File: config.mk
export PLATFORM = sky130hd
export DESIGN_NAME = pnmp_seq
export DESIGN_NICKNAME = d
export VERILOG_FILES = /design/src/rtl/pnmp_pkg.sv /design/src/rtl/pnmp_seq.sv
export SDC_FILE = /design/constraint.sdc
export NUM_CORES = 1
export LEC_CHECK = 0
export BUFFER_PORTS_ARGS = -buffer_cell sky130_fd_sc_hd__buf_4
export CORE_AREA = 2 2 39 41
export CTS_BUF_LIST = sky130_fd_sc_hd__clkbuf_8
export CTS_CLUSTER_DIAMETER = 100
export DETAILED_ROUTE_END_ITERATION = 16
export DIE_AREA = 0 0 41 43
export PLACE_DENSITY = 0.68
export SLEW_MARGIN = 10
export SYNTH_ARGS = -nofsm -noshare
export SYNTH_HDL_FRONTEND = slang
export SYNTH_SLANG_ARGS = --single-unit
File: constraint.sdc
create_clock -name clk -period 2.37 [get_ports clk]
set_input_delay 0 -clock clk [delete_from_list [all_inputs] [get_ports clk]]
set_output_delay 0 -clock clk [all_outputs]
set_load 0.02 [all_outputs]
File: src/rtl/pnmp_pkg.sv
package pnmp_pkg;

  localparam int DATA_W = 64;
  localparam int HALF_W = 32;
  localparam int ELEMS  = 9;

  typedef logic [DATA_W-1:0] word_t;
  typedef logic [HALF_W-1:0] half_t;
  typedef logic [3:0]        elem_t;
  typedef logic [1:0]        coord_t;
  typedef logic [2:0]        step_t;

  typedef enum logic [2:0] {
    OP_LOAD    = 3'd0,
    OP_NOP     = 3'd1,
    OP_MUL_ACC = 3'd2,
    OP_MUL_SQ  = 3'd3,
    OP_SHIFT   = 3'd4,
    OP_DOT     = 3'd5,
    OP_EMIT    = 3'd6
  } op_t;

  typedef enum logic [2:0] {
    CD_NEXT     = 3'd0,
    CD_ALWAYS   = 3'd1,
    CD_SMALL    = 3'd2,
    CD_BIT0_CLR = 3'd3,
    CD_EXP_ZERO = 3'd4
  } cond_t;

  typedef struct packed {
    op_t   op;
    cond_t cond;
    step_t target;
  } uword_t;

  typedef struct packed {
    logic in_valid;
    logic mm_done;
    logic out_free;
    logic small_idx;
    logic bit0;
    logic exp_zero;
  } status_t;

  localparam step_t ST_LOAD  = 3'd0;
  localparam step_t ST_TEST  = 3'd1;
  localparam step_t ST_MACC  = 3'd2;
  localparam step_t ST_SHIFT = 3'd3;
  localparam step_t ST_CHK   = 3'd4;
  localparam step_t ST_MSQ   = 3'd5;
  localparam step_t ST_DOT   = 3'd6;
  localparam step_t ST_EMIT  = 3'd7;

  localparam word_t P0 = 64'd3;
  localparam word_t P1 = 64'd0;
  localparam word_t P2 = 64'd2;

  localparam coord_t LAST_COORD = 2'd2;
  localparam coord_t PH_LO_LO   = 2'd0;
  localparam coord_t PH_LO_HI   = 2'd1;
  localparam coord_t PH_HI_LO   = 2'd2;

  localparam word_t COMPANION [ELEMS] = '{
    64'd0, 64'd1, 64'd1,
    64'd1, 64'd0, 64'd0,
    64'd0, 64'd1, 64'd0
  };

  localparam word_t IDENTITY [ELEMS] = '{
    64'd1, 64'd0, 64'd0,
    64'd0, 64'd1, 64'd0,
    64'd0, 64'd0, 64'd1
  };

  // Square-and-multiply program, exponent LSB first.
  function automatic uword_t ucode(step_t s);
    uword_t w;
    case (s)
      ST_LOAD:  w = '{op: OP_LOAD,    cond: CD_SMALL,    target: ST_EMIT};
      ST_TEST:  w = '{op: OP_NOP,     cond: CD_BIT0_CLR, target: ST_SHIFT};
      ST_MACC:  w = '{op: OP_MUL_ACC, cond: CD_NEXT,     target: ST_LOAD};
      ST_SHIFT: w = '{op: OP_SHIFT,   cond: CD_NEXT,     target: ST_LOAD};
      ST_CHK:   w = '{op: OP_NOP,     cond: CD_EXP_ZERO, target: ST_DOT};
      ST_MSQ:   w = '{op: OP_MUL_SQ,  cond: CD_ALWAYS,   target: ST_TEST};
      ST_DOT:   w = '{op: OP_DOT,     cond: CD_NEXT,     target: ST_LOAD};
      ST_EMIT:  w = '{op: OP_EMIT,    cond: CD_ALWAYS,   target: ST_LOAD};
      default:  w = '{op: OP_NOP,     cond: CD_ALWAYS,   target: ST_LOAD};
    endcase
    return w;
  endfunction

  function automatic word_t small_value(logic [1:0] n);
    word_t v;
    case (n)
      2'd0:    v = P0;
      2'd1:    v = P1;
      default: v = P2;
    endcase
    return v;
  endfunction

  function automatic elem_t elem_idx(coord_t r, coord_t c);
    return elem_t'({2'b00, r} * 4'd3) + elem_t'({2'b00, c});
  endfunction

endpackage

File: src/rtl/pnmp_seq.sv
module pnmp_seq
  import pnmp_pkg::*;
(
  input  logic    clk,
  input  logic    rst,
  input  status_t stat,
  output uword_t  uw,
  output logic    adv
);

  step_t step;
  step_t step_next;
  logic  jump;

  assign uw = ucode(step);

  always_comb begin
    case (uw.op)
      OP_LOAD:    adv = stat.in_valid;
      OP_MUL_ACC: adv = stat.mm_done;
      OP_MUL_SQ:  adv = stat.mm_done;
      OP_EMIT:    adv = stat.out_free;
      default:    adv = 1'b1;
    endcase
  end

  always_comb begin
    case (uw.cond)
      CD_NEXT:     jump = 1'b0;
      CD_ALWAYS:   jump = 1'b1;
      CD_SMALL:    jump = stat.small_idx;
      CD_BIT0_CLR: jump = !stat.bit0;
      CD_EXP_ZERO: jump = stat.exp_zero;
      default:     jump = 1'b0;
    endcase
  end

  always_comb begin
    step_next = step;
    if (adv) begin
      step_next = jump ? uw.target : step + step_t'(1);
    end
  end

  always_ff @(posedge clk) begin
    if (rst) begin
      step <= ST_LOAD;
    end else begin
      step <= step_next;
    end
  end

endmodule

==> key figures <==
Outcome
  – Status: completed

Layout
  – Area grow syn2layout: 39.2%
  – Reg area: around 240 um2
  – Fin area: roughly 760 um2
  – N_diodes: 0
  – Share of layout cells above drive strength 1: 0.359
  – Nets: ~90
  – Area of the multi-input gates: 285 um2
  – Filler instances: 134

STA
  – Max transition margin: 0.682
  – Setup WS post-layout: roughly 210 ps
  – Setup TNS: 0 ps
  – Achievable frequency: 0.462 GHz
  – Final setup violation count: 0
  – RSZ-0062 raised after global routing: false
  – Tightest Pin Transition: 472 ps
  – Final period utilization: 0.913
  – Period minus WS final: approximately 2200 ps
  – Clock Skew: 3.26 ps
  – Count of final hold-check violations: 0
  – Slew Limit Fails: 0

Synth
  – Post-synth ARST share: 0
  – Count of different cell masters after synthesis: 32
  – Synth area leaders: dfxtp_1 (44%), a31oi_4 (3.9%), a21oi_1 (3.6%)
  – Yosys warning count: 0
  – Post-synth EDFFs: 0
  – Fraction of the yosys area taken by sequential cells: 0.437
  – Post-Synthesis Cells: 56
  – Synth area leader: dfxtp_1
  – Syn Nets: 65
  – Post-Synthesis Cell Area: 549 um2
  – Yosys reg bits: 12
  – Syn avg cell area: around 9.8 um2
  – Synth Flop Type: dfxtp_1
  – Top cell type's share of synthesized area: 0.437

Route
  – Via Count: 476
  – Post-Route WL: approximately 1.1 mm
  – Initial DRC count: 16
  – 1st-pass router iterations: 4
  – DRC errors left: 0
  – Routed WL per cell: roughly 12 um
  – Via density: approximately 5
  – Detail Route Antenna Nets: 0

Hold path
  – Cells on Worst Hold Path: 7
  – Hold Path Class: primary input to flip-flop
  – Hold path startpoint: stat[1]
  – Worst Hold End: uw[6]

Clocking
  – H-tree levels: 1
  – Reg clk slew, reported paths: 50 ps
  – Root buf cell: clkbuf_8
  – CTS tree: built
  – Clock Latency Late Sink: approximately 240 ps
  – Post-CTS setup buffers: 0
  – CTS Buf Count: 3
  – CTS max path bufs: 2
  – Clk sinks: 12

Critical path
  – R2R cell count: 6
  – Capturing point of the worst reg2reg path: uw[7]
  – Crit path from: uw[7]
  – Crit-path cells: nor3b_1, or3_1, or4_4, a31oi_4, inv_2, mux2_4
  – Slowest CP cell: or4_4
  – R2R setup slack: slightly above 200 ps
  – Worst Path Required: between 2000 and 3000 ps
  – Kind of critical path: flip-flop to flip-flop
  – Crit path capture type: flip-flop
  – Critical Path AT: roughly 2300 ps
  – Type of origin of the critical path: flip-flop
  – Crit-path max cell delay: about 540 ps
  – RR Startpoint: uw[7]
  – Crit Path Max Fanout: 6

Pwr
  – Peak supply drop: 752 uV
  – Static leakage: approximately 0.00036 uW
  – Total power: 1230 uW
  – Cell Pwr Density: around 1600 mW/mm2

Die
  – Row count: 14
  – IO Count: 18
  – Core Box Area: roughly 0.0014 mm2
  – Die Y: 43 um
  – Die W: around 41 um
  – Die ar.: between 0.0015 and 0.002 mm2
  – Initial cell density of the core: 0.397

Global routing
  – Grt ovf: 0
  – Largest net degree at the start of global routing: 8
  – Antenna violations before repair: 0
  – First-pass GRT wire length: approximately 1.9 mm
  – Tot GR Track Use: 0.158
  – Vias in the first global route: 458

Placed design
  – Place WS: roughly 220 ps
  – Routability congestion estimate: between 0.8 and 0.9
  – Post-DP HPWL: 908 um
  – Placed instance area: between 600 and 700 um2
  – # port buffers: 17

Flow run
  – Max Cap Viol: 0
==> placed cells by master (no fill, tap or decap), drive strengths merged, types with 2 or more instances in the layout <==
cell / synthesis / routed
a21oi: 4 / 4
nor2: 5 / 5
mux2: 2 / 2
nor4: 2 / 2
buf: 1 / 18
dfxtp: 12 / 12
clkbuf: 0 / 4
nand2: 3 / 3
inv: 5 / 5
==> metrics by stage <==
step | cells | hold WS, ps | utilization
finish | 94 | 423 | 0.552
global route | 94 | 471 | 0.552
CTS | 94 | 423 | 0.552
detailed placement | 89 | 224 | 0.505
global placement | 89 | 220 | 0.505
floorplan | 56 | 81.9 | -
==> Yosys cell counts, types with 2 or more instances <==
library cell  count
nand2_1           3
nor4_1            2
dfxtp_1          12
nor2_1            5
a21oi_1           4
inv_1             4
==> final cells by class <==
class | instances | area share
Timing Repair Buffer | 19 | 0.190
Sequential cell | 12 | 0.314
Tap cell | 16 | 0.0262
Clock buffer | 4 | 0.0720
Inverter | 5 | 0.0245
Multi-Input combinational cell | 38 | 0.373
==> routing by layer <==
layer / track usage / vias to the layer above / share of wire
met5: 0 / - / 0
met4: 0.0800 / 0 / 0
met3: 0.0314 / 0 / 0.033
met2: 0.222 / 10 / 0.47
met1: 0.221 / 215 / 0.50
li1: - / 251 / -
==> report_power, final <==
part	switching, uW	total, uW	internal [uW]
Clock	73.0	220	147
Sequential	66.2	361	294
Combinational	347	653	306
==> what timing repair did <==
action                                  CTS  global route
hold buffers                              1             0
resized for setup                         0             0
hold endpoints to repair                  1             0
endpoints found under the setup margin    0             0
==> critical path: cells and delay by family, from the launching register on <==
kind	cells	cell delay [ps]
buf+inv	1	100
mux	1	300
flops	1	320
simple gates	3	1080
compound gates	1	260
==> cells by family after synthesis <==
family                   count (synthesis)  synth area share
AO/OA/AOI/OAI                           14             0.207
adder cells (fa/ha/maj)                  1            0.0228
buffers and inverters                    6            0.0433
flip-flops                              12             0.437
multiplexers                             3            0.0661
AND/OR/NAND/NOR                         20             0.223
==> flip-flops by register name (all words and copies together), names as in the netlist <==
signal and flops:
step 3, uw 9
==> how the worst max path moves through the flow <==
stage	end	slack, ps	depth (start not counted)
detailed placement	uw[7]	220	6
CTS	uw[7]	210	6
global placement	uw[7]	260	6
floorplan	uw[7]	90	7
global route	uw[7]	110	6
finish	uw[7]	210	6
(Power assumes the default switching activity.)
